===== src/design/eqds_pkg.sv =====
// ----------------------------------------------------------------------------
// Event queue package
// Shared constants and types for the event queue with delayed slots.
// ----------------------------------------------------------------------------
package eqds_pkg;
	localparam int QUEUE_DEPTH = 16;
	localparam int DELAY_SLOTS = 8;
	localparam int QW = $clog2(QUEUE_DEPTH);
	localparam int SW = (DELAY_SLOTS > 1) ? $clog2(DELAY_SLOTS) : 1;
	localparam int FW = $clog2(QUEUE_DEPTH + 1);
	localparam logic [31:0] DELAY_LIMIT = 32'h8000_0000;

	typedef enum logic [2:0] {
		K_POST = 3'd0, K_POST_REPL = 3'd1, K_DELAYED = 3'd2, K_DELAYED_REPL = 3'd3,
		K_CANCEL = 3'd4, K_POP = 3'd5, K_TICK_ADD = 3'd6, K_TICK_SET = 3'd7
	} kind_t;

	typedef enum logic [2:0] {
		ST_OK = 3'd0, ST_FULL = 3'd1, ST_BAD_DELAY = 3'd2, ST_NOT_FOUND = 3'd3,
		ST_EMPTY = 3'd4
	} status_t;

	typedef enum logic [3:0] {
		S_IDLE, S_QSCAN, S_QCHK, S_SSCAN, S_SCHK, S_DUESCAN, S_DUECHK,
		S_HEADRD, S_HEADWAIT, S_DONE
	} state_t;

	typedef struct packed {
		logic [2:0]  kind;
		logic [15:0] event_id;
		logic [31:0] event_tag;
		logic [31:0] time_amount;
	} req_t;

	typedef struct packed {
		logic [2:0]  status;
		logic [15:0] popped_id;
		logic [31:0] popped_tag;
		logic        popped_unregistered;
		logic [4:0]  queued_now;
		logic [31:0] drops_total;
		logic [31:0] tick_now;
	} rsp_t;
endpackage


===== src/design/eqds_if.sv =====
// ----------------------------------------------------------------------------
// Request and response channel interfaces
// Valid and ready handshakes, each carrying one payload.
// ----------------------------------------------------------------------------
interface eqds_req_if import eqds_pkg::*; ();
	logic valid;
	logic ready;
	req_t payload;
	modport source (output valid, output payload, input ready);
	modport sink (input valid, input payload, output ready);
endinterface

interface eqds_rsp_if import eqds_pkg::*; ();
	logic valid;
	logic ready;
	rsp_t payload;
	modport source (output valid, output payload, input ready);
	modport sink (input valid, input payload, output ready);
endinterface


===== src/design/event_queue_with_delayed_slots.sv =====
// ----------------------------------------------------------------------------
// Event queue with delayed slots
// Circular event queue with timed slots, tick counter and drop counter.
// ----------------------------------------------------------------------------
// The block takes one request at a time on req and answers each with one
// response on rsp. Requests post, replace, delay, cancel or pop events, or
// advance or set the tick counter. The queue and the slot pool each live in
// a synchronous memory with a registered read port; busy bits of the
// slots are flip-flops.
// Post and tick requests need no scan. Post replace scans the queue from
// the newest entry, one memory read per entry. Delayed requests, including
// those with a bad delay, and cancel scan every slot of the slot memory.
// Pop scans all slots for due entries and then reads the head. The scans
// set the rate.
// After reset the queue is empty, no slot is busy and both counters are
// zero; no clearing pass is needed. A response waits in its output register
// while the receiver stalls, and no new request is taken until it leaves.
// registered_events is written through cfg_we and cfg_data.
module event_queue_with_delayed_slots import eqds_pkg::*; (
	input  logic        clk,
	input  logic        arst_n,
	input  logic        cfg_we,
	input  logic [15:0] cfg_data,
	eqds_req_if.sink    req,
	eqds_rsp_if.source  rsp
);
	logic [15:0] qid_mem [QUEUE_DEPTH];
	logic [31:0] qtag_mem [QUEUE_DEPTH];
	logic [31:0] sdue_mem [DELAY_SLOTS];
	logic [15:0] sid_mem [DELAY_SLOTS];
	logic [31:0] stag_mem [DELAY_SLOTS];

	state_t state_q, state_d;
	req_t r_q;
	logic [15:0] reg_ev_q;
	logic [QW-1:0] head_q;
	logic [FW-1:0] fill_q;
	logic [DELAY_SLOTS-1:0] busy_q;
	logic [31:0] tick_q, drops_q;
	logic [FW-1:0] qcnt_q;
	logic [SW:0] scnt_q;
	logic [SW-1:0] hit_q;
	logic hit_v_q;
	logic rsp_v_q;
	rsp_t rsp_q;

	logic [QW-1:0] q_rd_addr;
	logic [15:0] q_rd_id;
	logic [31:0] q_rd_tag;
	logic [SW-1:0] s_rd_addr;
	logic [31:0] s_rd_due;
	logic [15:0] s_rd_id;
	logic [31:0] s_rd_tag;

	logic [QW-1:0] tail_pos;
	logic [QW-1:0] scan_pos;
	logic [SW-1:0] sidx;
	logic [SW-1:0] free_idx;
	logic free_any;
	logic [31:0] due_diff;
	status_t idle_status;

	assign req.ready = (state_q == S_IDLE) && !rsp_v_q;
	assign rsp.valid = rsp_v_q;
	assign rsp.payload = rsp_q;

	assign tail_pos = QW'(head_q + QW'(fill_q));
	assign scan_pos = QW'(head_q + QW'(qcnt_q) - QW'(1));
	assign sidx = scnt_q[SW-1:0];
	assign due_diff = tick_q - s_rd_due;
	assign idle_status = (kind_t'(req.payload.kind) == K_POST &&
		fill_q == FW'(QUEUE_DEPTH)) ? ST_FULL : ST_OK;

	always_comb begin
		free_any = 1'b0;
		free_idx = '0;
		for (int i = DELAY_SLOTS - 1; i >= 0; i--) begin
			if (!busy_q[i]) begin
				free_any = 1'b1;
				free_idx = SW'(i);
			end
		end
	end

	always_comb begin
		q_rd_addr = (state_q == S_HEADRD) ? head_q : scan_pos;
		s_rd_addr = sidx;
	end

	always_ff @(posedge clk) begin
		q_rd_id <= qid_mem[q_rd_addr];
		q_rd_tag <= qtag_mem[q_rd_addr];
		s_rd_due <= sdue_mem[s_rd_addr];
		s_rd_id <= sid_mem[s_rd_addr];
		s_rd_tag <= stag_mem[s_rd_addr];
	end

	always_comb begin
		state_d = state_q;
		unique case (state_q)
			S_IDLE: begin
				if (req.valid && req.ready) begin
					unique case (kind_t'(req.payload.kind))
						K_POST_REPL: state_d = S_QSCAN;
						K_DELAYED, K_DELAYED_REPL, K_CANCEL: state_d = S_SSCAN;
						K_POP: state_d = S_DUESCAN;
						default: state_d = S_DONE;
					endcase
				end
			end
			S_QSCAN: state_d = (qcnt_q == '0) ? S_DONE : S_QCHK;
			S_QCHK: state_d = (q_rd_id == r_q.event_id) ? S_DONE : S_QSCAN;
			S_SSCAN: state_d = (scnt_q == (SW+1)'(DELAY_SLOTS)) ? S_DONE : S_SCHK;
			S_SCHK: state_d = S_SSCAN;
			S_DUESCAN: state_d = (scnt_q == (SW+1)'(DELAY_SLOTS)) ? S_HEADRD : S_DUECHK;
			S_DUECHK: state_d = S_DUESCAN;
			S_HEADRD: state_d = S_HEADWAIT;
			S_HEADWAIT: state_d = S_DONE;
			S_DONE: state_d = S_IDLE;
			default: state_d = S_IDLE;
		endcase
	end

	// Memory writes.
	always_ff @(posedge clk) begin
		if (state_q == S_QCHK && q_rd_id == r_q.event_id) begin
			qtag_mem[scan_pos] <= r_q.event_tag;
		end else if (state_q == S_QSCAN && qcnt_q == '0 && fill_q != FW'(QUEUE_DEPTH)) begin
			qid_mem[tail_pos] <= r_q.event_id;
			qtag_mem[tail_pos] <= r_q.event_tag;
		end else if (state_q == S_IDLE && req.valid && req.ready &&
			kind_t'(req.payload.kind) == K_POST && fill_q != FW'(QUEUE_DEPTH)) begin
			qid_mem[tail_pos] <= req.payload.event_id;
			qtag_mem[tail_pos] <= req.payload.event_tag;
		end else if (state_q == S_DUECHK && busy_q[sidx] && !due_diff[31] &&
			fill_q != FW'(QUEUE_DEPTH)) begin
			qid_mem[tail_pos] <= s_rd_id;
			qtag_mem[tail_pos] <= s_rd_tag;
		end
		if (state_q == S_SSCAN && scnt_q == (SW+1)'(DELAY_SLOTS) &&
			kind_t'(r_q.kind) != K_CANCEL && (hit_v_q || free_any) &&
			!(r_q.time_amount == '0 || r_q.time_amount >= DELAY_LIMIT)) begin
			sdue_mem[hit_v_q ? hit_q : free_idx] <= tick_q + r_q.time_amount;
			stag_mem[hit_v_q ? hit_q : free_idx] <= r_q.event_tag;
			sid_mem[hit_v_q ? hit_q : free_idx] <= r_q.event_id;
		end
	end

	always_ff @(posedge clk or negedge arst_n) begin
		if (!arst_n) begin
			state_q <= S_IDLE;
			r_q <= '0;
			reg_ev_q <= '0;
			head_q <= '0;
			fill_q <= '0;
			busy_q <= '0;
			tick_q <= '0;
			drops_q <= '0;
			qcnt_q <= '0;
			scnt_q <= '0;
			hit_q <= '0;
			hit_v_q <= 1'b0;
			rsp_v_q <= 1'b0;
			rsp_q <= '0;
		end else begin
			state_q <= state_d;
			if (cfg_we) begin
				reg_ev_q <= cfg_data;
			end
			if (rsp_v_q && rsp.ready) begin
				rsp_v_q <= 1'b0;
			end
			unique case (state_q)
				S_IDLE: begin
					if (req.valid && req.ready) begin
						r_q <= req.payload;
						qcnt_q <= fill_q;
						scnt_q <= '0;
						hit_v_q <= 1'b0;
						rsp_q <= rsp_t'({idle_status, {($bits(rsp_t) - 3){1'b0}}});
						unique case (kind_t'(req.payload.kind))
							K_POST: begin
								if (fill_q == FW'(QUEUE_DEPTH)) begin
									drops_q <= drops_q + 32'd1;
								end else begin
									fill_q <= fill_q + FW'(1);
								end
							end
							K_TICK_ADD: tick_q <= tick_q + req.payload.time_amount;
							K_TICK_SET: tick_q <= req.payload.time_amount;
							default: ;
						endcase
					end
				end
				S_QSCAN: begin
					if (qcnt_q == '0) begin
						if (fill_q == FW'(QUEUE_DEPTH)) begin
							drops_q <= drops_q + 32'd1;
							rsp_q.status <= ST_FULL;
						end else begin
							fill_q <= fill_q + FW'(1);
						end
					end
				end
				S_QCHK: qcnt_q <= qcnt_q - FW'(1);
				S_SSCAN: begin
					if (scnt_q == (SW+1)'(DELAY_SLOTS)) begin
						if (kind_t'(r_q.kind) == K_CANCEL) begin
							if (hit_v_q) begin
								busy_q[hit_q] <= 1'b0;
							end else begin
								rsp_q.status <= ST_NOT_FOUND;
							end
						end else if (r_q.time_amount == '0 || r_q.time_amount >= DELAY_LIMIT) begin
							rsp_q.status <= ST_BAD_DELAY;
						end else if (!hit_v_q) begin
							if (free_any) begin
								busy_q[free_idx] <= 1'b1;
							end else begin
								drops_q <= drops_q + 32'd1;
								rsp_q.status <= ST_FULL;
							end
						end
					end
				end
				S_SCHK: begin
					if (!hit_v_q && busy_q[sidx] && s_rd_id == r_q.event_id &&
						((kind_t'(r_q.kind) == K_DELAYED_REPL) ||
						(kind_t'(r_q.kind) == K_CANCEL && s_rd_tag == r_q.event_tag))) begin
						hit_v_q <= 1'b1;
						hit_q <= sidx;
					end
					scnt_q <= scnt_q + (SW+1)'(1);
				end
				S_DUECHK: begin
					if (busy_q[sidx] && !due_diff[31]) begin
						busy_q[sidx] <= 1'b0;
						if (fill_q == FW'(QUEUE_DEPTH)) begin
							drops_q <= drops_q + 32'd1;
						end else begin
							fill_q <= fill_q + FW'(1);
						end
					end
					scnt_q <= scnt_q + (SW+1)'(1);
				end
				S_HEADWAIT: begin
					if (fill_q == '0) begin
						rsp_q.status <= ST_EMPTY;
					end else begin
						rsp_q.popped_id <= q_rd_id;
						rsp_q.popped_tag <= q_rd_tag;
						head_q <= head_q + QW'(1);
						fill_q <= fill_q - FW'(1);
						if (q_rd_id >= reg_ev_q) begin
							rsp_q.popped_unregistered <= 1'b1;
							drops_q <= drops_q + 32'd1;
						end
					end
				end
				S_DONE: begin
					rsp_q.queued_now <= 5'(fill_q);
					rsp_q.drops_total <= drops_q;
					rsp_q.tick_now <= tick_q;
					rsp_v_q <= 1'b1;
				end
				default: ;
			endcase
		end
	end
endmodule


===== src/flat_wrapper.sv =====
// flat-port wrapper written by rule: the top's interface ports become plain ports
module event_queue_with_delayed_slots_flat import eqds_pkg::*;
  (clk, arst_n, cfg_we, cfg_data, req_valid, req_payload, req_ready, rsp_valid, rsp_payload, rsp_ready);
  eqds_req_if req_i ();
  eqds_rsp_if rsp_i ();
  input  logic clk;
  input  logic arst_n;
  input  logic cfg_we;
  input  logic [15:0] cfg_data;
  input wire logic [$bits(req_i.valid)-1:0] req_valid;
  input wire logic [$bits(req_i.payload)-1:0] req_payload;
  output wire logic [$bits(req_i.ready)-1:0] req_ready;
  output wire logic [$bits(rsp_i.valid)-1:0] rsp_valid;
  output wire logic [$bits(rsp_i.payload)-1:0] rsp_payload;
  input wire logic [$bits(rsp_i.ready)-1:0] rsp_ready;
  assign req_i.valid = req_valid;
  assign req_i.payload = req_payload;
  assign req_ready = req_i.ready;
  assign rsp_valid = rsp_i.valid;
  assign rsp_payload = rsp_i.payload;
  assign rsp_i.ready = rsp_ready;
  event_queue_with_delayed_slots u_core (.clk(clk), .arst_n(arst_n), .cfg_we(cfg_we), .cfg_data(cfg_data), .req(req_i), .rsp(rsp_i));
endmodule

===== config.mk =====
export PLATFORM = sky130hd
export DESIGN_NAME = event_queue_with_delayed_slots_flat
export DESIGN_NICKNAME = d
export VERILOG_FILES = /design/src/design/eqds_pkg.sv /design/src/design/eqds_if.sv /design/src/design/event_queue_with_delayed_slots.sv /design/src/flat_wrapper.sv
export SDC_FILE = /design/constraint.sdc
export NUM_CORES = 2
export LEC_CHECK = 0
export BUFFER_PORTS_ARGS = -buffer_cell sky130_fd_sc_hd__buf_2
export CAP_MARGIN = 10
export CORE_MARGIN = 2
export CORE_UTILIZATION = 60
export CTS_BUF_LIST = sky130_fd_sc_hd__clkbuf_4 sky130_fd_sc_hd__clkbuf_8
export DETAILED_ROUTE_END_ITERATION = 7
export PLACE_DENSITY = 0.77
export SYNTH_ARGS = -nofsm -noshare
export SYNTH_HDL_FRONTEND = slang
export SYNTH_SLANG_ARGS = --single-unit

===== constraint.sdc =====
create_clock -name clk -period 10.81 [get_ports clk]
set_input_delay 0.5405 -clock clk [delete_from_list [all_inputs] [get_ports clk]]
set_output_delay 0.5405 -clock clk [all_outputs]
set_load 0.01 [all_outputs]

==> impl_metrics.py <==
metrics = {
    "grt": {
        "antenna_found_initial": 15,
        "first_global_vias": 46300,
        "grt_start_max_net_pins": 104,
        "grtUsageTotal_pct": 31.8,
        "grt_pass1_wl_um": 296000,
        "grt_overflow": 0,
    },
    "yosys": {
        "synth-simple-area-share_pct": 7.55,
        "synth_cell_types": 95,
        "netlist_area_mm2": 0.0743,
        "synth_edf_count": 1408,
        "synthFlopType": "edfxtp_1",
        "synthMuxAreaShare_pct": 6.73,
        "ys_ff_latch": 1855,
        "ys_warn_count": 0,
        "synth_area_per_cell_um2": 14.9,
        "synth_top_family_by_area": "compound AO/OA/AOI/OAI gates",
        "yosys-top-cells-count": "edfxtp_1, nand2_1, a22oi_1",
        "synth_fa_ha_area_share_pct": 2.21,
        "synth-xor-area-share_pct": 1.89,
        "async_flop_share_pct": 17.2,
        "syn_inst": 4975,
        "synthTopCellsByArea": "edfxtp_1, dfrtp_1, mux4_2",
        "synth_compound_area_share_pct": 8.65,
        "yosysMostFrequentCell": "edfxtp_1",
        "synth_seq_area_share_pct": 71.1,
        "synth_top_area_share_pct": 56.9,
        "yosys.area.top_type": "edfxtp_1",
        "synth_nets": 5207,
    },
    "floorplanning": {
        "fp.dieW_um": 356,
        "io_pins": 227,
        "core_area_mm2": 0.123,
        "rows": 129,
        "die_h_um": 356,
        "initial_core_util_pct": 60.3,
        "fp.dieArea_mm2": 0.127,
    },
    "placed_design": {
        "place_area_mm2": 0.0776,
        "hpwl_um": 121000,
        "gp_congestion": 0.940,
        "port_buffers": 226,
        "dp_cells": 6696,
    },
    "final_layout": {
        "utilization_pct": 68.7,
        "final_cell_area_mm2": 0.0848,
        "final_net_count": 5701,
        "instances_no_fill": 7340,
        "layout-drive-gt1-share_pct": 19.9,
        "syn2layout_area_growth_pct": 14.0,
    },
    "drt": {
        "antenna_left": 0,
        "wl_met1_um": 74300,
        "drtIter0Drc": 6395,
        "routed_via_density": 6.41,
        "wl_met2_um": 94600,
        "highest_layer": "met5",
        "drc": 0,
        "routed-wl-met3_um": 21900,
        "dr.pass1.iters": 8,
        "wirelength_um": 201000,
        "wire_per_inst_um": 27.4,
        "vias": 47100,
    },
    "timing": {
        "rsz0062_at_grt": "no",
        "timing.setup.tns_ns": 0,
        "slew_violations": 0,
        "final.period_utilization_pct": 48.7,
        "tightest_slew_ns": 1.24,
        "fmax_mhz": 190,
        "setup_viol": 0,
        "min_period_ns": 5.27,
        "relSlewSlack_pct": 17.7,
        "hold_viol_final": 0,
        "fin_worst_skew_ns": 0.0784,
    },
    "clock_network": {
        "cts_tree": "built",
        "cts_root_buffer": "clkbuf_8",
        "clk_pin_slew_worst_paths_ns": 0.06,
        "clock-sinks": 1855,
        "htree_num_levels": 5,
        "clk_latency_ns": 1.00,
        "cts_buffers": 301,
        "cts_buffer_depth": 4,
    },
    "power_and_ir_drop": {
        "power_w": 0.0267,
        "powerDensity_mw_per_mm2": 315,
        "p_leak_nw": 31.2,
        "ir_drop_mv": 0.728,
    },
    "critical_path": {
        "cp_max_fo": 40,
        "slowest_stage": "dfrtp_1",
        "path_class": "flip-flop to flip-flop",
        "path_cells": "and2b_1 > nand3_1 > nor2_1 > a21oi_4 > buf_4 > buf_4 > mux4_2 > and2_1 > a211oi_1 > a31oi_1",
        "cpMostUsedCell": "buf_4",
        "startpoint_type": "flip-flop",
        "critPathMaxStageDelay_ns": 0.79,
        "cp.arrival_ns": 6.09,
        "worstSetupEndpointType": "flip-flop",
        "required_ns": 11.63,
    },
    "worst_hold_path": {
        "hold_path_class": "input pin to flip-flop",
    },
    "run_status": {
        "status": "finished, final reports clean",
    },
    "job": {
        "drv_cap": 0,
    },
}
## logic make-up after synthesis
kind of cell	Yosys count
buffers and inverters	349
flip-flops	1855
multiplexers	256
adder cells (fa/ha/maj)	128
AO/OA/AOI/OAI	972
AND/OR/NAND/NOR	1255
XOR/XNOR	160
## metrics by stage
step	setup slack, ns	hold slack, ns
after floorplan	3.17	0.245
after detailed placement	5.47	0.430
final	5.54	0.0990
after global routing	5.12	0.104
after CTS	5.47	0.0159
after global placement	5.57	0.425
## area by class of cell
type,count,area [um^2]
timing repair buffer,446,3080
antenna,12,30.0
clock inverter,66,428
fill,7956,38600
multi-input combinational,2771,20400
tap,1637,2050
clock buffer,459,5570
inverter,94,353
sequential,1855,52800
## report_power, final
| part | switching (W) | internal [W] |
|---|---|---|
| logic | 0.00648 | 0.00389 |
| registers | 0.000887 | 0.00942 |
| clock network | 0.00267 | 0.00337 |
## worst paths after layout
path | startpoint | to | slack [ns] | cells past startpoint
hold / removal | cfg_we | u_core.reg_ev_q[10]$_DFFE_PN0P_ | 0.1 | 3
min in group asynchronous | arst_n | u_core.r_q[14]$_DFFE_PN0P_ | 0.18 | 2
max in group asynchronous | arst_n | u_core.rsp.payload[31]$_DFFE_PN0P_ | 8.41 | 4
setup / recovery | u_core.state_q[3]$_DFFE_PN0P_ | u_core.q_rd_id[5]$_DFF_P_ | 5.54 | 10
hold reg to reg | u_core.q_rd_tag[15]$_DFF_P_ | u_core.rsp.payload[85]$_DFFE_PN0P_ | 0.44 | 2
setup reg to reg | u_core.state_q[3]$_DFFE_PN0P_ | u_core.q_rd_id[5]$_DFF_P_ | 5.54 | 10
## layout by cell type, fill, tap and decap left out, drive strengths merged, types with 13 or more instances in the layout
master | Yosys | routed
nand3 | 49 | 49
a22oi | 326 | 326
edfxtp | 1408 | 1408
nand2b | 14 | 14
xnor2 | 93 | 93
nor4 | 27 | 27
and3 | 13 | 13
o21a | 21 | 21
o22ai | 21 | 21
and2 | 56 | 56
clkbuf | 193 | 461
a211oi | 60 | 60
xor2 | 67 | 67
o21ai | 278 | 278
dfxtp | 128 | 128
mux2i | 54 | 54
nor2b | 13 | 13
ha | 123 | 123
buf | 62 | 344
nor3 | 48 | 48
clkinv | 3 | 54
a21oi | 96 | 96
inv | 91 | 94
mux4 | 194 | 194
a31oi | 59 | 59
nand2 | 752 | 752
dlygate4sd3 | 0 | 100
nand4 | 116 | 116
dfrtp | 319 | 319
a21o | 35 | 35
nor2 | 131 | 131
## layer usage
layer / global-route usage, % / vias up
met5: 0 / -
met3: 6.90 / 517
li1: - / 20100
met2: 49.8 / 2996
met4: 15.7 / 10
met1: 42.7 / 23500
## critical path, delay by kind of cell (launching register included)
| kind | cells | cell delay [ns] |
|---|---|---|
| compound gates | 3 | 0.97 |
| buf+inv | 2 | 1.50 |
| flops | 1 | 0.79 |
| mux | 1 | 0.58 |
| simple gates | 4 | 1.16 |
## flip-flops by register name, indices dropped and copies added, names as in the netlist, 83 cells and up
| register | cells |
|---|---|
| u_core.qid_mem | 256 |
| u_core.sid_mem | 128 |
| u_core.rsp.payload | 121 |
| u_core.stag_mem | 256 |
| u_core.qtag_mem | 512 |
| u_core.r_q | 83 |
| u_core.sdue_mem | 256 |
## repair_timing
| action | in CTS | in global routing |
|---|---|---|
| setup endpoints to repair | 0 | 0 |
| setup buffers | 0 | 0 |
| hold buffers | 100 | 0 |
| endpoints found under the hold margin | 221 | 0 |
| gates resized for setup | 0 | 0 |
(Power assumes the default switching activity.)
